$ cat src/hw/rtl/pps_pkg.sv
package pps_pkg;

  localparam int MAX_CHANNELS_DEF = 16;
  localparam int DUTY_W  = 12;
  localparam int CODE_W  = 13;
  localparam int CHAN_W  = 4;
  localparam int SUM_W   = 17;
  localparam int DCNT_W  = 5;
  localparam int QUO_W   = 16;
  localparam int DSTEP_W = 4;

  localparam logic [DUTY_W-1:0] FULL_SCALE = 12'hFFF;
  localparam logic [CODE_W-1:0] FLAG_CODE  = 13'd4096;

  typedef struct packed {
    logic load;
    logic div_init;
    logic div_step;
    logic rd;
    logic advance;
  } pps_cmd_t;

  typedef struct packed {
    logic div_done;
    logic last_item;
  } pps_stat_t;

  function automatic logic is_dimmed(input logic [DUTY_W-1:0] d);
    is_dimmed = (d != '0) && (d != FULL_SCALE);
  endfunction

endpackage

$ cat src/hw/rtl/pps_in_if.sv
interface pps_in_if;
  logic                        valid;
  logic                        ready;
  logic [pps_pkg::DUTY_W-1:0]  duty_value;
  logic                        last_value;

  modport source (output valid, output duty_value, output last_value, input ready);
  modport sink   (input valid, input duty_value, input last_value, output ready);
endinterface

$ cat src/hw/rtl/pps_out_if.sv
interface pps_out_if;
  logic                        valid;
  logic                        ready;
  logic [pps_pkg::CHAN_W-1:0]  channel;
  logic [pps_pkg::CODE_W-1:0]  on_count;
  logic [pps_pkg::CODE_W-1:0]  off_count;
  logic                        last_channel;

  modport source (output valid, output channel, output on_count, output off_count,
                  output last_channel, input ready);
  modport sink   (input valid, input channel, input on_count, input off_count,
                  input last_channel, output ready);
endinterface

$ cat src/hw/rtl/pps_ctrl.sv
module pps_ctrl (
  input  logic               clk,
  input  logic               rst_n,
  input  logic               in_valid,
  input  logic               in_last,
  output logic               in_ready,
  output logic               out_valid,
  input  logic               out_ready,
  input  pps_pkg::pps_stat_t status,
  output pps_pkg::pps_cmd_t  cmd
);

  typedef enum logic [2:0] {
    ST_LOAD,
    ST_PREP,
    ST_DIV,
    ST_READ,
    ST_EMIT
  } state_t;

  state_t state_r, state_nxt;
  logic   in_ready_r, out_valid_r;

  always_comb begin
    cmd          = '0;
    cmd.load     = (state_r == ST_LOAD) && in_valid && in_ready_r;
    cmd.div_init = (state_r == ST_PREP);
    cmd.div_step = (state_r == ST_DIV);
    cmd.rd       = (state_r == ST_READ);
    cmd.advance  = (state_r == ST_EMIT) && out_ready;
  end

  always_comb begin
    state_nxt = state_r;
    case (state_r)
      ST_LOAD: if (in_valid && in_ready_r && in_last) state_nxt = ST_PREP;
      ST_PREP: state_nxt = ST_DIV;
      ST_DIV:  if (status.div_done) state_nxt = ST_READ;
      ST_READ: state_nxt = ST_EMIT;
      ST_EMIT: begin
        if (out_ready) state_nxt = status.last_item ? ST_LOAD : ST_READ;
      end
      default: state_nxt = ST_LOAD;
    endcase
  end

  always_ff @(posedge clk) begin
    if (!rst_n) begin
      state_r     <= ST_LOAD;
      in_ready_r  <= 1'b0;
      out_valid_r <= 1'b0;
    end else begin
      state_r     <= state_nxt;
      in_ready_r  <= (state_nxt == ST_LOAD);
      out_valid_r <= (state_nxt == ST_EMIT);
    end
  end

  assign in_ready  = in_ready_r;
  assign out_valid = out_valid_r;

`ifndef NO_ASSERTIONS
  a_no_overlap: assert property (@(posedge clk) disable iff (!rst_n)
    !(in_ready_r && out_valid_r))
    else $error("input and output open together");
  a_div_to_read: assert property (@(posedge clk) disable iff (!rst_n)
    (state_r == ST_DIV) && status.div_done |=> (state_r == ST_READ))
    else $error("divide end not followed by read");
  a_read_to_emit: assert property (@(posedge clk) disable iff (!rst_n)
    (state_r == ST_READ) |=> out_valid_r)
    else $error("read not followed by result");
  a_run_end: assert property (@(posedge clk) disable iff (!rst_n)
    cmd.advance && status.last_item |=> in_ready_r && !out_valid_r)
    else $error("run end did not reopen input");
`endif

endmodule

$ cat src/hw/rtl/pps_dpath.sv
module pps_dpath #(
  parameter int MAX_CHANNELS = pps_pkg::MAX_CHANNELS_DEF
) (
  input  logic                        clk,
  input  logic                        rst_n,
  input  pps_pkg::pps_cmd_t           cmd,
  output pps_pkg::pps_stat_t          status,
  input  logic [pps_pkg::DUTY_W-1:0]  in_duty,
  output logic [pps_pkg::CHAN_W-1:0]  out_channel,
  output logic [pps_pkg::CODE_W-1:0]  out_on,
  output logic [pps_pkg::CODE_W-1:0]  out_off,
  output logic                        out_last
);

  localparam int CNT_W = $clog2(MAX_CHANNELS + 1);
  localparam int IDX_W = (MAX_CHANNELS > 1) ? $clog2(MAX_CHANNELS) : 1;
  localparam int DW    = pps_pkg::DUTY_W;

  logic [DW-1:0]                  store [MAX_CHANNELS];
  logic [CNT_W-1:0]               loaded_r;
  logic [pps_pkg::SUM_W-1:0]      sum_r;
  logic [pps_pkg::DCNT_W-1:0]     dcnt_r;
  logic [pps_pkg::QUO_W-1:0]      quo_r;
  logic [pps_pkg::DCNT_W-1:0]     rem_r;
  logic                           neg_r;
  logic [pps_pkg::DSTEP_W-1:0]    dstep_r;
  logic [DW-1:0]                  overlap_r;
  logic [DW-1:0]                  phase_r;
  logic [IDX_W-1:0]               k_r;
  logic [DW-1:0]                  rd_r;

  logic                           room;
  logic                           clear;
  logic [pps_pkg::SUM_W-1:0]      mag;
  logic [pps_pkg::DCNT_W:0]       trial;
  logic                           take;
  logic [DW-1:0]                  quo_lo;
  logic                           dimmed;
  logic [DW-1:0]                  off_sum;

  assign room  = loaded_r < CNT_W'(MAX_CHANNELS);
  assign clear = cmd.advance && status.last_item;
  assign mag   = (sum_r >= pps_pkg::SUM_W'(pps_pkg::FULL_SCALE))
               ? sum_r - pps_pkg::SUM_W'(pps_pkg::FULL_SCALE)
               : pps_pkg::SUM_W'(pps_pkg::FULL_SCALE) - sum_r;
  assign trial = {rem_r, quo_r[pps_pkg::QUO_W-1]};
  assign take  = trial >= {1'b0, dcnt_r};
  assign quo_lo = quo_r[DW-1:0];

  assign status.div_done  = (dstep_r == '1);
  assign status.last_item = (CNT_W'(k_r) + CNT_W'(1)) == loaded_r;

  always_ff @(posedge clk) begin
    if (cmd.load && room) store[loaded_r[IDX_W-1:0]] <= in_duty;
    if (cmd.rd) rd_r <= store[k_r];
  end

  always_ff @(posedge clk) begin
    if (!rst_n) begin
      loaded_r <= '0;
      sum_r    <= '0;
      dcnt_r   <= '0;
      phase_r  <= '0;
    end else begin
      if (cmd.load && room) begin
        loaded_r <= loaded_r + CNT_W'(1);
        if (pps_pkg::is_dimmed(in_duty)) begin
          sum_r  <= sum_r + pps_pkg::SUM_W'(in_duty);
          dcnt_r <= dcnt_r + pps_pkg::DCNT_W'(1);
        end
      end
      if (cmd.div_init) phase_r <= '0;
      if (cmd.advance && dimmed) phase_r <= off_sum - overlap_r;
      if (clear) begin
        loaded_r <= '0;
        sum_r    <= '0;
        dcnt_r   <= '0;
        phase_r  <= '0;
      end
    end
  end

  // restoring divide, one quotient bit per cycle
  always_ff @(posedge clk) begin
    if (cmd.div_init) begin
      quo_r   <= mag[pps_pkg::QUO_W-1:0];
      neg_r   <= sum_r < pps_pkg::SUM_W'(pps_pkg::FULL_SCALE);
      rem_r   <= '0;
      dstep_r <= '0;
      k_r     <= '0;
    end
    if (cmd.div_step) begin
      rem_r   <= take ? pps_pkg::DCNT_W'(trial - {1'b0, dcnt_r})
                      : trial[pps_pkg::DCNT_W-1:0];
      quo_r   <= {quo_r[pps_pkg::QUO_W-2:0], take};
      dstep_r <= dstep_r + pps_pkg::DSTEP_W'(1);
    end
    if (cmd.rd) overlap_r <= (dcnt_r == '0) ? '0 : (neg_r ? DW'(0) - quo_lo : quo_lo);
    if (cmd.advance) k_r <= k_r + IDX_W'(1);
  end

  assign dimmed  = pps_pkg::is_dimmed(rd_r);
  assign off_sum = rd_r + phase_r;

  always_comb begin
    if (dimmed) begin
      out_on  = {1'b0, phase_r};
      out_off = {1'b0, off_sum};
    end else if (rd_r == '0) begin
      out_on  = '0;
      out_off = pps_pkg::FLAG_CODE;
    end else begin
      out_on  = pps_pkg::FLAG_CODE;
      out_off = '0;
    end
  end

  assign out_channel = pps_pkg::CHAN_W'(k_r);
  assign out_last    = status.last_item;

`ifndef NO_ASSERTIONS
  a_cnt_bound: assert property (@(posedge clk) disable iff (!rst_n)
    loaded_r <= CNT_W'(MAX_CHANNELS) && dcnt_r <= pps_pkg::DCNT_W'(loaded_r))
    else $error("channel counts out of range");
  a_clear: assert property (@(posedge clk) disable iff (!rst_n)
    clear |=> loaded_r == '0 && sum_r == '0 && dcnt_r == '0)
    else $error("run state not cleared");
  a_dimmed_sum: assert property (@(posedge clk) disable iff (!rst_n)
    (dcnt_r == '0) == (sum_r == '0))
    else $error("dimmed sum and count disagree");
`endif

endmodule

$ cat src/hw/rtl/pwm_phase_spread_unit.sv
// Staggered PWM phase planner. Duty requests load one per cycle; the request
// flagged last closes the set, after which the input stalls for a setup
// step, the shared bit-serial divider that forms the overlap, and then for
// each result a registered read of the duty store and the result itself,
// which waits while the output stalls. Results come out in load order, one
// per channel; requests beyond MAX_CHANNELS are dropped but their last flag
// still counts.
module pwm_phase_spread_unit #(
  parameter int MAX_CHANNELS = pps_pkg::MAX_CHANNELS_DEF
) (
  input  logic      clk,
  input  logic      rst_n,
  pps_in_if.sink    in_chan,
  pps_out_if.source out_chan
);

  pps_pkg::pps_cmd_t  cmd;
  pps_pkg::pps_stat_t status;

  pps_ctrl u_ctrl (
    .clk       (clk),
    .rst_n     (rst_n),
    .in_valid  (in_chan.valid),
    .in_last   (in_chan.last_value),
    .in_ready  (in_chan.ready),
    .out_valid (out_chan.valid),
    .out_ready (out_chan.ready),
    .status    (status),
    .cmd       (cmd)
  );

  pps_dpath #(
    .MAX_CHANNELS (MAX_CHANNELS)
  ) u_dpath (
    .clk         (clk),
    .rst_n       (rst_n),
    .cmd         (cmd),
    .status      (status),
    .in_duty     (in_chan.duty_value),
    .out_channel (out_chan.channel),
    .out_on      (out_chan.on_count),
    .out_off     (out_chan.off_count),
    .out_last    (out_chan.last_channel)
  );

endmodule

$ cat src/flat_wrapper.sv
// flat-port wrapper written by rule: the top's interface ports become plain ports
module pwm_phase_spread_unit_flat 
#(
  parameter int MAX_CHANNELS = pps_pkg::MAX_CHANNELS_DEF
)
  (clk, rst_n, in_chan_valid, in_chan_duty_value, in_chan_last_value, in_chan_ready, out_chan_valid, out_chan_channel, out_chan_on_count, out_chan_off_count, out_chan_last_channel, out_chan_ready);
  pps_in_if in_chan_i ();
  pps_out_if out_chan_i ();
  input  logic clk;
  input  logic rst_n;
  input wire logic [$bits(in_chan_i.valid)-1:0] in_chan_valid;
  input wire logic [$bits(in_chan_i.duty_value)-1:0] in_chan_duty_value;
  input wire logic [$bits(in_chan_i.last_value)-1:0] in_chan_last_value;
  output wire logic [$bits(in_chan_i.ready)-1:0] in_chan_ready;
  output wire logic [$bits(out_chan_i.valid)-1:0] out_chan_valid;
  output wire logic [$bits(out_chan_i.channel)-1:0] out_chan_channel;
  output wire logic [$bits(out_chan_i.on_count)-1:0] out_chan_on_count;
  output wire logic [$bits(out_chan_i.off_count)-1:0] out_chan_off_count;
  output wire logic [$bits(out_chan_i.last_channel)-1:0] out_chan_last_channel;
  input wire logic [$bits(out_chan_i.ready)-1:0] out_chan_ready;
  assign in_chan_i.valid = in_chan_valid;
  assign in_chan_i.duty_value = in_chan_duty_value;
  assign in_chan_i.last_value = in_chan_last_value;
  assign in_chan_ready = in_chan_i.ready;
  assign out_chan_valid = out_chan_i.valid;
  assign out_chan_channel = out_chan_i.channel;
  assign out_chan_on_count = out_chan_i.on_count;
  assign out_chan_off_count = out_chan_i.off_count;
  assign out_chan_last_channel = out_chan_i.last_channel;
  assign out_chan_i.ready = out_chan_ready;
  pwm_phase_spread_unit #(.MAX_CHANNELS(MAX_CHANNELS)) u_core (.clk(clk), .rst_n(rst_n), .in_chan(in_chan_i), .out_chan(out_chan_i));
endmodule
$ cat config.mk
export PLATFORM = sky130hd
export DESIGN_NAME = pwm_phase_spread_unit_flat
export DESIGN_NICKNAME = d
export VERILOG_FILES = /design/src/hw/rtl/pps_pkg.sv /design/src/hw/rtl/pps_in_if.sv /design/src/hw/rtl/pps_out_if.sv /design/src/hw/rtl/pps_ctrl.sv /design/src/hw/rtl/pps_dpath.sv /design/src/hw/rtl/pwm_phase_spread_unit.sv /design/src/flat_wrapper.sv
export SDC_FILE = /design/constraint.sdc
export NUM_CORES = 1
export LEC_CHECK = 0
export BUFFER_PORTS_ARGS = -buffer_cell sky130_fd_sc_hd__buf_2
export CAP_MARGIN = 40
export CORE_ASPECT_RATIO = 0.8
export CORE_MARGIN = 2
export CORE_UTILIZATION = 40
export DETAILED_ROUTE_END_ITERATION = 12
export HOLD_SLACK_MARGIN = 0.12
export PLACE_DENSITY = 0.62
export SLEW_MARGIN = 15
export SYNTH_ARGS = -nofsm -noshare
export SYNTH_HDL_FRONTEND = slang
export SYNTH_SLANG_ARGS = --single-unit
$ cat constraint.sdc
create_clock -name clk -period 3.1 [get_ports clk]
set_clock_uncertainty 0.2 [all_clocks]
set_input_delay 0.155 -clock clk [delete_from_list [all_inputs] [get_ports clk]]
set_output_delay 0.155 -clock clk [all_outputs]
set_load 0.1 [all_outputs]
==> impl_metrics.csv <==
group,metric,value,unit
drt,finalWirelength,31650,µm
power,clock_power_share,41.0,%
cts,cts_tree,"built",
place,placed_cells,1527,
place,hpwl,22240,µm
power,switching_share,21.56,%
cts,cts.clk_slew.worst_paths,60,ps
setup_path,setup.worst_path.start_class,"flip-flop",
logic_synthesis,yosysSeqAreaShare,60.43,%
cts,cts_made_buffers,28,
place,io_buffers,49,
power,peakVddDrop,386.3,µV
die,io_pins,50,
final_layout,drive_above_1_share,28.17,%
global_routing,grt_pass1_vias,8433,
global_routing,grt_overflow,0,
global_routing,track_usage,18.10,%
setup_path,critical_path_required,2740,ps
timing,rsz0062_at_grt,"true",
logic_synthesis,synthesis.area,13680,µm²
cts,ctsRootBufferMaster,"clkbuf_16",
setup_path,crit_fanout,2,
drt,ant_nets,0,
logic_synthesis,syn_nets,1051,
final_layout,area_growth,21.58,%
timing,tightest_slew,561.0,ps
die,die_area,35710,µm²
setup_path,startpoint,"u_core.u_dpath.rd_r[0]$_DFFE_PN_",
cts,insertion_delay,560,ps
final_layout,fin_util,49.46,%
die,die_x,210.8,µm
logic_synthesis,ys_types,63,
timing,slew_viol_final,0,
die,coreArea,33630,µm²
timing,post-route-period-util,104.4,%
die,start_util,40.68,%
cts,cts_max_level,1,
die,fp-row-count,60,
drt,wl_per_cell,19.67,µm
drt,vias_per_cell,5.293,
power,power_density,493.5,nW/µm²
cts,cts.path.max_buffers,3,
cts,clock_sinks,290,
power,comb_power_share,6.3,%
setup_path,critPathKind,"flip-flop to output pin",
setup_path,cp-end-kind,"output pin",
run_status,violations,"negative setup slack",
logic_synthesis,synth_flop_cell,"edfxtp_1",
logic_synthesis,synth_seq_cells,290,
logic_synthesis,synth_area_leader_cell,"edfxtp_1",
logic_synthesis,syn-instance-count,979,
setup_path,rr_startpoint,"u_core.u_dpath.rd_r[0]$_DFFE_PN_",
timing,hold_viol_final,0,
drt,drt-pass1-iter-count,4,
final_layout,antennaDiodeCount,0,
global_routing,grt_pass1_wl,49340,µm
place,place_congestion,0.8758,
timing,worst_slack,-135.3,ps
logic_synthesis,yosys_warnings,0,
power,leakage,6.061,nW
flow_run,max_cap_viol_count,0,
logic_synthesis,avgSynthCellArea,13.98,µm²
logic_synthesis,synth_edf_count,246,
die,die_h,169.4,µm
drt,routed-via-count,8517,
logic_synthesis,synth.top_cells.by_area,"edfxtp_1 (54%), mux4_2 (9.9%), dfxtp_1 (6.4%)",
global_routing,grt_max_degree,40,
logic_synthesis,synth_top_area_share,53.99,%
final_layout,nets,1225,
power,intPower,6.439,mW
setup_path,arrival,2880,ps
timing,setup_viol,7,
run_status,status,"complete, but fails checks",
timing,max-slew-margin-rel,61.63,%
timing,min_period,3235,ps
power,finalPower,8.209,mW
drt,drt_drc_violations_left,0,
global_routing,antenna_found_initial,0,
power,switchingPower,1.770,mW
power,seqPwrFrac,52.7,%
min_path,hold_path_class,"input port to flip-flop",
final_layout,final_cells,1609,
timing,max_clock_freq,309.1,MHz
drt,drt_iter0_markers,617,
logic_synthesis,async_reset_ff_share,0,%
min_path,min_from,"rst_n",
-- logic make-up after synthesis --
| logic type | share of synthesized area, % |
|---|---|
| xor+xnor | 4.161 |
| flops | 60.43 |
| simple gates | 9.685 |
| mux | 11.07 |
| fa+ha+maj | 5.249 |
| compound gates | 7.042 |
| buf+inv | 2.369 |
-- power by group through the flow --
stage | Combinational [mW] | Clock, mW | Sequential (mW)
after global routing | 0.579 | 3.59 | 4.33
after floorplan | 0.302 | 0 | 4.41
after global placement | 0.491 | 0 | 4.40
final | 0.520 | 3.37 | 4.32
after detailed placement | 0.501 | 0 | 4.41
after CTS | 0.523 | 3.44 | 4.32
-- registers in the layout (all words and copies together), names as in the netlist --
signal                      count
u_core.u_dpath.phase_r         12
u_core.u_dpath.quo_r           16
u_core.u_dpath.sum_r           17
u_core.u_ctrl.in_ready          1
u_core.u_dpath.store          192
u_core.u_ctrl.state_r           3
u_core.u_dpath.overlap_r       12
u_core.u_dpath.rem_r            5
u_core.u_dpath.dcnt_r           5
u_core.u_dpath.rd_r            12
u_core.u_ctrl.out_valid         1
u_core.u_dpath.out_channel      4
u_core.u_dpath.loaded_r         5
u_core.u_dpath.neg_r            1
u_core.u_dpath.dstep_r          4
-- area by class of cell --
cell class              count  area [µm²]
clock inverters             9       83.83
clock buffers              43       838.3
multi-input cells         612        5310
flip-flops and latches    290        8268
well taps                 434       543.0
inverters                  39       146.4
fillers                  2928       17000
repair buffers            182        1445
-- metrics by stage --
stage               TNS (ps)  cell area, µm²  hold WS [ps]  setup WS, ps
finish                -586.5           16630         248.9        -135.3
global route           -2074           16630         266.7        -310.3
CTS                   -644.0           16490         217.9        -150.0
detailed placement     -1228           15220         243.2        -338.8
global placement       -1046           15220         241.4        -305.0
floorplan             -30710           13700         53.87        -788.4
-- routing by layer --
layer / track usage (%) / share of wire (%) / vias up
met3: 3.035 / 5.1 / 32
li1: - / - / 4080
met2: 27.75 / 44 / 198
met5: 0 / 0 / -
met1: 27.24 / 49 / 4207
met4: 3.674 / 1.8 / 0
-- worst max-delay path, stage by stage (launching register included) --
cell and delay (ps):
edfxtp_1 390, ha_2 210, fa_2 340, a21o_1 180
a21oi_2 150, o21ai_1 80, a31oi_1 240, o21ai_1 100
xor2_1 200, buf_4 140, and2_4 130, buf_12 160
-- synth_stat cells (2+ instances only) --
master    count
and2_1       24
o211ai_1      3
inv_1        39
clkbuf_1     21
mux2_2        2
xor2_1       29
nor2b_1       4
and3_1        3
o21bai_1      4
or3b_2        2
nor3_1       19
o21a_1       15
buf_6         2
nor4_1        7
nand2b_1     11
fa_1          4
nor2_1       90
a21oi_1      41
nand4_1      16
a21o_1        9
nand2_1      43
dfxtp_1      44
or3_1         5
a211oi_1     11
nor2_2        2
o21ai_0      33
or2_2         3
a31oi_1       8
nand3_1      25
or3b_1        2
nand4b_1      2
buf_2        10
a31o_2        2
buf_1         3
edfxtp_1    246
xnor2_1      36
o31ai_1       4
o21ai_1       4
nand2_2       2
mux2i_1      14
buf_4         2
a211o_1       3
ha_1         51
mux4_2       60
-- worst paths after layout --
kind,slack (ps),end,depth (start not counted)
worst max register to register,-110,u_core.u_dpath.phase_r[10]$_SDFFE_PP0P_,16
worst min-delay path,250,u_core.u_ctrl.state_r[2]$_SDFF_PN0_,3
worst max-delay path,-140,out_chan_off_count[10],11
worst min register to register,290,u_core.u_dpath.sum_r[16]$_SDFFE_PP0P_,2
-- placed cells by master (no fill, tap or decap), drive strengths merged, types with 5 or more instances in the layout --
cell type	instances
inv	39
a21o	9
clkbuf	43
o21ai	37
nand2	45
nand3	26
or3	5
mux4	60
mux2i	14
xor2	29
and2	24
dfxtp	44
nand4	16
a211oi	11
a21oi	42
edfxtp	246
ha	51
clkinv	7
a31oi	8
dlygate4sd3	19
nor3	20
buf	163
nor2	92
o21a	15
nand2b	11
xnor2	36
nor4	7
-- what timing repair did --
item | CTS | global route
endpoints found under the hold margin | 239 | 0
pin swaps | 24 | 25
endpoints found under the setup margin | 13 | 26
hold buffers | 19 | 0
setup buffers | 7 | 8
gates resized for setup | 30 | 26
No activity file was read; power rests on OpenSTA's default activity.
